## src/binary_greedy_slice_mesher_macros.svh

```systemverilog
// Assertion macros for the binary greedy slice mesher.
// Included by the top level only; no other dependencies.
`ifndef BINARY_GREEDY_SLICE_MESHER_MACROS_SVH
`define BINARY_GREEDY_SLICE_MESHER_MACROS_SVH

// Same-cycle implication, quiet while reset is low.
`define BGSM_ASSERT_NOW(label, clk, rst_n, ante, cons, msg) \
  label: assert property (@(posedge clk) disable iff (!rst_n) (ante) |-> (cons)) \
    else $error(msg);

// Next-cycle implication, quiet while reset is low.
`define BGSM_ASSERT_NEXT(label, clk, rst_n, ante, cons, msg) \
  label: assert property (@(posedge clk) disable iff (!rst_n) (ante) |=> (cons)) \
    else $error(msg);

`endif

```

## src/bgsm_pkg.sv

```systemverilog
// Shared types and constants of the binary greedy slice mesher.
// No dependencies; used by the run unit and the top level.
`default_nettype none

package bgsm_pkg;

  localparam int FIELD_W   = 6;   // width of the column, row and size result fields
  localparam int ROW_W     = 64;  // width of the row_bits input field
  localparam int ROW_IDX_W = 6;   // width of the row_index input field

  typedef enum logic {
    ACT_WRITE = 1'b0,
    ACT_SCAN  = 1'b1
  } action_t;

  typedef enum logic [4:0] {
    ST_IDLE = 5'b00001,
    ST_LOAD = 5'b00010,
    ST_FIND = 5'b00100,
    ST_GROW = 5'b01000,
    ST_EMIT = 5'b10000
  } state_t;

  typedef struct packed {
    logic [FIELD_W-1:0] start_column;
    logic [FIELD_W-1:0] width_less_one;
  } run_desc_t;

endpackage

`default_nettype wire

```

## src/bgsm_ram.sv

```systemverilog
// Generic simple dual-port RAM: one write port, one read port with registered data.
// No dependencies.
`default_nettype none

module bgsm_ram #(
  parameter int WIDTH = 64,
  parameter int DEPTH = 64
) (
  input  wire logic                     clk,
  input  wire logic                     we,
  input  wire logic [$clog2(DEPTH)-1:0] waddr,
  input  wire logic [WIDTH-1:0]         wdata,
  input  wire logic                     re,
  input  wire logic [$clog2(DEPTH)-1:0] raddr,
  output      logic [WIDTH-1:0]         rdata
);

  logic [WIDTH-1:0] mem [DEPTH];

  always_ff @(posedge clk) begin
    if (we) begin
      mem[waddr] <= wdata;
    end
    if (re) begin
      rdata <= mem[raddr];
    end
  end

endmodule

`default_nettype wire

```

## src/bgsm_run_unit.sv

```systemverilog
// Run extraction: isolates the lowest run of set bits and encodes a run mask
// into start column and width. Depends on bgsm_pkg.
`default_nettype none

module bgsm_run_unit #(
  parameter int W = 64
) (
  input  wire logic [W-1:0]          rem,
  input  wire logic [W-1:0]          run_mask,
  output      logic [W-1:0]          run,
  output      logic [W-1:0]          rest,
  output      bgsm_pkg::run_desc_t   desc
);

  localparam int AW = $clog2(W);

  logic [W-1:0]  low_bit;
  logic [W-1:0]  carry_sum;
  logic [W-1:0]  mask_low_oh;
  logic [W-1:0]  mask_top_oh;
  logic [AW-1:0] low_idx;
  logic [AW-1:0] top_idx;
  logic [AW-1:0] wm1;

  // Lowest run: adding its lowest bit carries through the run and clears it.
  assign low_bit   = rem & (~rem + W'(1));
  assign carry_sum = rem + low_bit;
  assign run       = rem & ~carry_sum;
  assign rest      = rem & ~run;

  // The mask is contiguous: its ends are one-hot.
  assign mask_low_oh = run_mask & (~run_mask + W'(1));
  assign mask_top_oh = run_mask & ~(run_mask >> 1);

  always_comb begin
    low_idx = '0;
    top_idx = '0;
    for (int i = 0; i < W; i++) begin
      if (mask_low_oh[i]) begin
        low_idx = low_idx | AW'(i);
      end
      if (mask_top_oh[i]) begin
        top_idx = top_idx | AW'(i);
      end
    end
  end

  assign wm1 = top_idx - low_idx;

  assign desc.start_column   = bgsm_pkg::FIELD_W'(low_idx);
  assign desc.width_less_one = bgsm_pkg::FIELD_W'(wm1);

endmodule

`default_nettype wire

```

## src/binary_greedy_slice_mesher.sv

```systemverilog
// Binary greedy slice mesher: a write item gives no result, and the next item may follow on the
// next cycle. A scan item loads the row in LOAD, then per run takes it in FIND, grows it in GROW
// from the scanned row down the rows that hold the whole run mask, and emits it in EMIT, where
// it waits while the result register stays stalled. An empty row goes from LOAD to EMIT (a row
// outside the slice straight to EMIT) and gives one no-face result; input stalls until the last emit.
// Synchronous active-low reset clears the FSM, output valid and per-row valid bits; RAM keeps data.
`default_nettype none

`include "binary_greedy_slice_mesher_macros.svh"

module binary_greedy_slice_mesher #(
  parameter int SLICE_SIZE = 64
) (
  input  wire logic                              clk,
  input  wire logic                              rst_n,
  // input channel
  input  wire logic                              in_valid,
  output      logic                              in_stall,
  input  wire logic                              in_action,
  input  wire logic [bgsm_pkg::ROW_IDX_W-1:0]    in_row_index,
  input  wire logic [bgsm_pkg::ROW_W-1:0]        in_row_bits,
  // result channel
  output      logic                              out_valid,
  input  wire logic                              out_stall,
  output      logic                              out_is_face,
  output      logic [bgsm_pkg::FIELD_W-1:0]      out_start_column,
  output      logic [bgsm_pkg::FIELD_W-1:0]      out_start_row,
  output      logic [bgsm_pkg::FIELD_W-1:0]      out_width_less_one,
  output      logic [bgsm_pkg::FIELD_W-1:0]      out_height_less_one,
  output      logic                              out_last
);

  localparam int W  = SLICE_SIZE;          // columns kept per row
  localparam int AW = $clog2(SLICE_SIZE);  // row address width
  localparam int CW = AW + 1;              // height counter, holds SLICE_SIZE itself
  localparam logic [bgsm_pkg::ROW_IDX_W:0] ROW_LIMIT = (bgsm_pkg::ROW_IDX_W + 1)'(SLICE_SIZE);
  localparam logic [AW-1:0] LAST_ROW = AW'(SLICE_SIZE - 1);

  // ---------------------------------------------------------------------------
  // State
  // ---------------------------------------------------------------------------
  bgsm_pkg::state_t st_r, st_nxt;

  logic [bgsm_pkg::ROW_IDX_W-1:0] scan_row_r, scan_row_nxt;  // scanned row, full field width
  logic [W-1:0]  rem_r, rem_nxt;        // runs of the scanned row not yet handled
  logic [W-1:0]  run_r, run_nxt;        // mask of the run being grown
  logic [AW-1:0] grow_row_r, grow_row_nxt;
  logic [CW-1:0] height_r, height_nxt;  // rows covered so far
  logic          last_run_r, last_run_nxt;
  logic          noface_r, noface_nxt;

  // Per-row valid bits stand in for clearing the RAM at reset.
  logic [SLICE_SIZE-1:0] row_valid_r, row_valid_nxt;
  logic                  rd_valid_r, rd_valid_nxt;

  // Output register.
  logic                        out_valid_r, out_valid_nxt;
  logic                        out_is_face_r, out_is_face_nxt;
  logic [bgsm_pkg::FIELD_W-1:0] out_col_r, out_col_nxt;
  logic [bgsm_pkg::FIELD_W-1:0] out_row_r, out_row_nxt;
  logic [bgsm_pkg::FIELD_W-1:0] out_wm1_r, out_wm1_nxt;
  logic [bgsm_pkg::FIELD_W-1:0] out_hm1_r, out_hm1_nxt;
  logic                        out_last_r, out_last_nxt;

  // ---------------------------------------------------------------------------
  // Slice RAM and run unit
  // ---------------------------------------------------------------------------
  logic          ram_we;
  logic [AW-1:0] ram_waddr;
  logic [W-1:0]  ram_wdata;
  logic          ram_re;
  logic [AW-1:0] ram_raddr;
  logic [W-1:0]  ram_rdata;
  logic [W-1:0]  rd_row;     // read data with never-written rows forced to zero

  logic [W-1:0]        next_run;
  logic [W-1:0]        next_rest;
  bgsm_pkg::run_desc_t run_desc;

  bgsm_ram #(
    .WIDTH (W),
    .DEPTH (SLICE_SIZE)
  ) u_slice_ram (
    .clk   (clk),
    .we    (ram_we),
    .waddr (ram_waddr),
    .wdata (ram_wdata),
    .re    (ram_re),
    .raddr (ram_raddr),
    .rdata (ram_rdata)
  );

  bgsm_run_unit #(
    .W (W)
  ) u_run_unit (
    .rem      (rem_r),
    .run_mask (run_r),
    .run      (next_run),
    .rest     (next_rest),
    .desc     (run_desc)
  );

  assign rd_row = rd_valid_r ? ram_rdata : '0;

  // ---------------------------------------------------------------------------
  // Control
  // ---------------------------------------------------------------------------
  logic in_accept;
  logic in_in_range;
  logic out_free;
  logic grow_hit;
  logic grow_more;

  assign in_stall    = (st_r != bgsm_pkg::ST_IDLE);
  assign in_accept   = in_valid && !in_stall;
  assign in_in_range = ({1'b0, in_row_index} < ROW_LIMIT);
  assign out_free    = !out_valid_r || !out_stall;

  // A later row extends the rectangle only if it holds the whole run mask.
  assign grow_hit  = ((rd_row & run_r) == run_r);
  assign grow_more = (grow_row_r != LAST_ROW);

  always_comb begin
    st_nxt        = st_r;
    scan_row_nxt  = scan_row_r;
    rem_nxt       = rem_r;
    run_nxt       = run_r;
    grow_row_nxt  = grow_row_r;
    height_nxt    = height_r;
    last_run_nxt  = last_run_r;
    noface_nxt    = noface_r;
    row_valid_nxt = row_valid_r;

    ram_we    = 1'b0;
    ram_waddr = in_row_index[AW-1:0];
    ram_wdata = in_row_bits[W-1:0];
    ram_re    = 1'b0;
    ram_raddr = in_row_index[AW-1:0];

    out_valid_nxt   = out_valid_r && out_stall;
    out_is_face_nxt = out_is_face_r;
    out_col_nxt     = out_col_r;
    out_row_nxt     = out_row_r;
    out_wm1_nxt     = out_wm1_r;
    out_hm1_nxt     = out_hm1_r;
    out_last_nxt    = out_last_r;

    unique case (st_r)
      bgsm_pkg::ST_IDLE: begin
        if (in_accept) begin
          scan_row_nxt = in_row_index;
          if (in_action == bgsm_pkg::ACT_WRITE) begin
            // Load the row; drop rows outside the slice.
            if (in_in_range) begin
              ram_we = 1'b1;
              row_valid_nxt[in_row_index[AW-1:0]] = 1'b1;
            end
          end else if (in_in_range) begin
            ram_re = 1'b1;
            st_nxt = bgsm_pkg::ST_LOAD;
          end else begin
            noface_nxt = 1'b1;
            st_nxt     = bgsm_pkg::ST_EMIT;
          end
        end
      end

      bgsm_pkg::ST_LOAD: begin
        // Snapshot the scanned row; its runs are all taken from this copy.
        rem_nxt    = rd_row;
        noface_nxt = (rd_row == '0);
        st_nxt     = (rd_row == '0) ? bgsm_pkg::ST_EMIT : bgsm_pkg::ST_FIND;
      end

      bgsm_pkg::ST_FIND: begin
        // Take the lowest remaining run and start growing from the scanned row.
        run_nxt      = next_run;
        rem_nxt      = next_rest;
        last_run_nxt = (next_rest == '0);
        height_nxt   = '0;
        grow_row_nxt = scan_row_r[AW-1:0];
        ram_re       = 1'b1;
        ram_raddr    = scan_row_r[AW-1:0];
        st_nxt       = bgsm_pkg::ST_GROW;
      end

      bgsm_pkg::ST_GROW: begin
        // Clear the mask in a covering row while the read of the next row is in flight.
        if (grow_hit) begin
          ram_we     = 1'b1;
          ram_waddr  = grow_row_r;
          ram_wdata  = rd_row & ~run_r;
          row_valid_nxt[grow_row_r] = 1'b1;
          height_nxt = height_r + CW'(1);
          if (grow_more) begin
            ram_re       = 1'b1;
            ram_raddr    = grow_row_r + AW'(1);
            grow_row_nxt = grow_row_r + AW'(1);
          end else begin
            st_nxt = bgsm_pkg::ST_EMIT;
          end
        end else begin
          st_nxt = bgsm_pkg::ST_EMIT;
        end
      end

      bgsm_pkg::ST_EMIT: begin
        // Hold until the output register is free, then hand over one result.
        if (out_free) begin
          out_valid_nxt = 1'b1;
          out_row_nxt   = scan_row_r;
          if (noface_r) begin
            out_is_face_nxt = 1'b0;
            out_col_nxt     = '0;
            out_wm1_nxt     = '0;
            out_hm1_nxt     = '0;
            out_last_nxt    = 1'b1;
            noface_nxt      = 1'b0;
            st_nxt          = bgsm_pkg::ST_IDLE;
          end else begin
            out_is_face_nxt = 1'b1;
            out_col_nxt     = run_desc.start_column;
            out_wm1_nxt     = run_desc.width_less_one;
            out_hm1_nxt     = bgsm_pkg::FIELD_W'(AW'(height_r - CW'(1)));
            out_last_nxt    = last_run_r;
            st_nxt          = last_run_r ? bgsm_pkg::ST_IDLE : bgsm_pkg::ST_FIND;
          end
        end
      end

      default: begin
        st_nxt = bgsm_pkg::ST_IDLE;
      end
    endcase

    rd_valid_nxt = ram_re ? row_valid_r[ram_raddr] : rd_valid_r;
  end

  // ---------------------------------------------------------------------------
  // Registers
  // ---------------------------------------------------------------------------
  always_ff @(posedge clk) begin
    if (!rst_n) begin
      st_r        <= bgsm_pkg::ST_IDLE;
      out_valid_r <= 1'b0;
      row_valid_r <= '0;
      noface_r    <= 1'b0;
    end else begin
      st_r        <= st_nxt;
      out_valid_r <= out_valid_nxt;
      row_valid_r <= row_valid_nxt;
      noface_r    <= noface_nxt;
    end
  end

  always_ff @(posedge clk) begin
    scan_row_r    <= scan_row_nxt;
    rem_r         <= rem_nxt;
    run_r         <= run_nxt;
    grow_row_r    <= grow_row_nxt;
    height_r      <= height_nxt;
    last_run_r    <= last_run_nxt;
    rd_valid_r    <= rd_valid_nxt;
    out_is_face_r <= out_is_face_nxt;
    out_col_r     <= out_col_nxt;
    out_row_r     <= out_row_nxt;
    out_wm1_r     <= out_wm1_nxt;
    out_hm1_r     <= out_hm1_nxt;
    out_last_r    <= out_last_nxt;
  end

  assign out_valid           = out_valid_r;
  assign out_is_face         = out_is_face_r;
  assign out_start_column    = out_col_r;
  assign out_start_row       = out_row_r;
  assign out_width_less_one  = out_wm1_r;
  assign out_height_less_one = out_hm1_r;
  assign out_last            = out_last_r;

  // ---------------------------------------------------------------------------
  // Assertions
  // ---------------------------------------------------------------------------
  `BGSM_ASSERT_NOW(a_first_row_hits, clk, rst_n,
    (st_r == bgsm_pkg::ST_GROW) && (height_r == '0), grow_hit,
    "scanned row does not hold its own run")
  `BGSM_ASSERT_NOW(a_no_rw_collision, clk, rst_n,
    ram_we && ram_re, ram_waddr != ram_raddr,
    "slice RAM read and write hit the same row")
  `BGSM_ASSERT_NOW(a_noface_is_last, clk, rst_n,
    out_valid && !out_is_face, out_last,
    "no-face result not marked last")

endmodule

`default_nettype wire
```

## config.mk

```make
export PLATFORM = sky130hd
export DESIGN_NAME = binary_greedy_slice_mesher
export DESIGN_NICKNAME = d
export VERILOG_FILES = /design/src/bgsm_pkg.sv /design/src/bgsm_ram.sv /design/src/bgsm_run_unit.sv /design/src/binary_greedy_slice_mesher.sv
export VERILOG_INCLUDE_DIRS = /design/src /design/src/src
export SDC_FILE = /design/constraint.sdc
export NUM_CORES = 2
export LEC_CHECK = 0
export BUFFER_PORTS_ARGS = -buffer_cell sky130_fd_sc_hd__clkbuf_2
export CORE_MARGIN = 1.5
export CORE_UTILIZATION = 40
export CTS_CLUSTER_SIZE = 24
export DETAILED_ROUTE_END_ITERATION = 10
export PLACE_DENSITY_LB_ADDON = 0.15
export SLEW_MARGIN = 5
export SYNTH_ARGS = -nofsm -noshare
export SYNTH_HDL_FRONTEND = slang
export SYNTH_SLANG_ARGS = --single-unit
```

## constraint.sdc

```tcl
create_clock -name clk -period 26.9 [get_ports clk]
set_input_delay 2.69 -clock clk [delete_from_list [all_inputs] [get_ports clk]]
set_output_delay 2.69 -clock clk [all_outputs]
set_load 0.01 [all_outputs]
```

==> metrics.md <==
| Metric | Value |
|---|---|
| Worst slack at placement | between 15000 and 20000 ps |
| Filler instances | a little under 40000 |
| Critical Path AT | between 10000 and 15000 ps |
| PwrDens | slightly above 70 nW/um^2 |
| Die Span X | around 670 um |
| Final antenna-violating net count | 0 |
| Yosys reg bits | around 4400 |
| Initial antenna violation count | 56 |
| # rows | 245 |
| Synthesized Nets | between 10000 and 15000 |
| Pleak | about 69 nW |
| CP required | about 28000 ps |
| Post-Route WL | ~670000 um |
| Dpl hpwl | 397000 um |
| Clock buffer depth | 4 |
| # DRC | 0 |
| Synth async-reset ratio | 0% |
| Layout Nets | 13742 |
| Initial DRC count | 16984 |
| GRT overflow | 0 |
| Clock-pin slew on the worst setup and hold paths | 70 ps |
| Synth-to-Final Area Change | 13.2% |
| Max VDD drop | 0.0643 mV |
| CTS root buf | clkbuf_16 |
| Largest net degree at the start of global routing | between 150 and 200 |
| Vias post-DR | ~120k |
| Cells after Synth | about 14000 |
| Most frequent cells after synthesis | edfxtp_1, nand2_1, nand3_1 |
| Final Skew | ~96 ps |
| Placed cell area | 188000 um^2 |
| Post-DR wirelength/cell | around 34 um |
| Placed cell count | about 19000 |
| Clock Sinks | around 4400 |
| Slew Limit Fails | 0 |
| Layout cells sized above 1 | around a tenth |
| Starting density of the core | between 40% and 50% |
| Synth area leader | edfxtp_1 |
| Post-Layout Cell Count | about 20000 |
| Post-route setup slack | between 15000 and 20000 ps |
| # IOs | approximately 100 |
| Post-synth top area share | between 70 and 80% |
| Num CTS Buffers | 455 |
| Post-CTS setup buffer count | 0 |
| Hold Vio Cnt, Final | 0 |
| CTS Hold Bufs | 0 |
| Finished Cell Area | roughly 200000 um^2 |
| Vias in the first global route | 113007 |
| TritonCTS clock tree | yes |
| Final Core Density | between 40 and 50% |
| Mapped cell area | ~180000 um^2 |
| 1st-pass router iterations | 6 |
| Multi-input logic area | ~45000 um^2 |
| Worst-path fanout max | 165 |
| Setup violators final | 0 |
| Most frequent cell after synthesis | edfxtp_1 |
| Crit start category | flop |
| Critical path type | flop to flop |
| Critical path capture point type | flop |
| Hold Crit Class | flop to flop |
| Max-slew headroom | ~3.7% |
| Placer Congestion | between 0.9 and 1 |
| RSZ-0062 raised after global routing | false |
| Syn avg cell area | roughly 13 um^2 |
| Via/cell ratio | approximately 6.1 |
| Top FF cell, synth | edfxtp_1 |
| Hold Slack | roughly 460 ps |
| Clock Latency Late Sink | 1060 ps |
| Area contributors post-synth | edfxtp_1, nand2_1, nand3_1 |
| Register area | 132000 um^2 |
| Die height | between 600 and 700 um |
| Yosys cell types | slightly above 80 |
| Core area | approximately 450000 um^2 |
| Final total power | 14.6 mW |
| PostCTS Resize Cnt | 0 |
| Worst Tran Pin Value | between 1000 and 1500 ps |
| Die area | 452000 um^2 |
| Fin Setup TNS | 0 ps |
| Min Clock Period, post-route | 9840 ps |
| Count of input and output buffers | 102 |
| Status | finished, final reports clean |
| First-pass GRT wire length | between 900000 and 1000000 um |
| Max-cap viol count | 0 |
| Highest clock rate | between 100 and 150 MHz |
| Sequential area share after synthesis | between 70 and 80% |
| Yosys Warn Count | 0 |
| H-tree Lvls | 5 |
| Gr usage total | about 29% |
| EDFF count, synth | between 4000 and 5000 |
| Crit share post-route | between 30% and 40% |
worst max-delay path, stage by stage, from the launching register on:
cell and delay, ps:
edfxtp_1 540, nor4_1 640, nand3_1 420, nor4_4 520, a31oi_1 390, or3_1 780, mux2_8 710, buf_4 710
buf_4 710, buf_12 530, buf_12 620, nand2_1 100, and3_1 210, a31oi_1 200, o22a_1 540, a31oi_1 310
a2111oi_2 990
layout make-up:
cell class	instances	area share (%)
clock buffers	565	5.92
clock inverters	260	1.16
repair buffers	476	1.79
diodes	19	0.0234
inverters	88	0.164
multi-input cells	8232	22.4
flip-flops and latches	4405	64.9
well taps	5928	3.66
kinds of logic after synthesis:
kind of cell    count (synthesis)  share of synthesized area [%]
buf+inv                       968                           2.17
flops                        4405                           73.5
xor+xnor                       17                         0.0831
mux                           468                           2.63
simple gates                 5841                           14.4
compound gates               1897                           7.21
fa+ha+maj                       9                         0.0671
per-layer routing:
| metal | share of wire (%) | global-route usage [%] |
|---|---|---|
| met2 | 44 | 43.6 |
| met4 | 2.9 | 7.66 |
| met5 | 0.0059 | 0 |
| met3 | 9.5 | 4.83 |
| met1 | 44 | 43.6 |
flip-flops by register name, indices dropped and copies added (netlist names), 64 cells and up:
register / count
u_slice_ram.mem: 4096
row_valid_r: 64
rem_r: 64
u_slice_ram.rdata: 64
run_r: 64
cells in the final DEF (no fill, tap or decap), drive strengths merged, types with 86 or more instances in the layout:
cell    synthesis  routed
a22oi         138     138
edfxtp       4334    4334
buf           266     374
o21ai         118     118
mux2i         464     464
or4           142     142
nor2          239     239
clkinv          0     206
inv            88      97
nand3        1166    1166
nand2        3557    3557
and3          281     281
clkbuf        614     667
o31ai          86      86
a21oi         615     615
a31oi         351     351
power by group:
part | total, mW | switching [mW] | internal [mW] | leakage [nW]
Combinational | 0.825 | 0.634 | 0.191 | 22.5
Clock | 6.18 | 2.70 | 3.48 | 7.00
Sequential | 7.60 | 0.0374 | 7.56 | 39.5
final timing paths:
path	start	to	slack, ps	depth (start not counted)
max	run_r[5]$_DFFE_PN_	u_slice_ram.rdata[54]$_DFFE_PP_	17060	16
min	row_valid_r[58]$_SDFFE_PN0P_	row_valid_r[58]$_SDFFE_PN0P_	460	2
max reg2reg	run_r[5]$_DFFE_PN_	u_slice_ram.rdata[54]$_DFFE_PP_	17060	16
min reg2reg	row_valid_r[58]$_SDFFE_PN0P_	row_valid_r[58]$_SDFFE_PN0P_	460	2
Power figures use the tool's default switching activity.
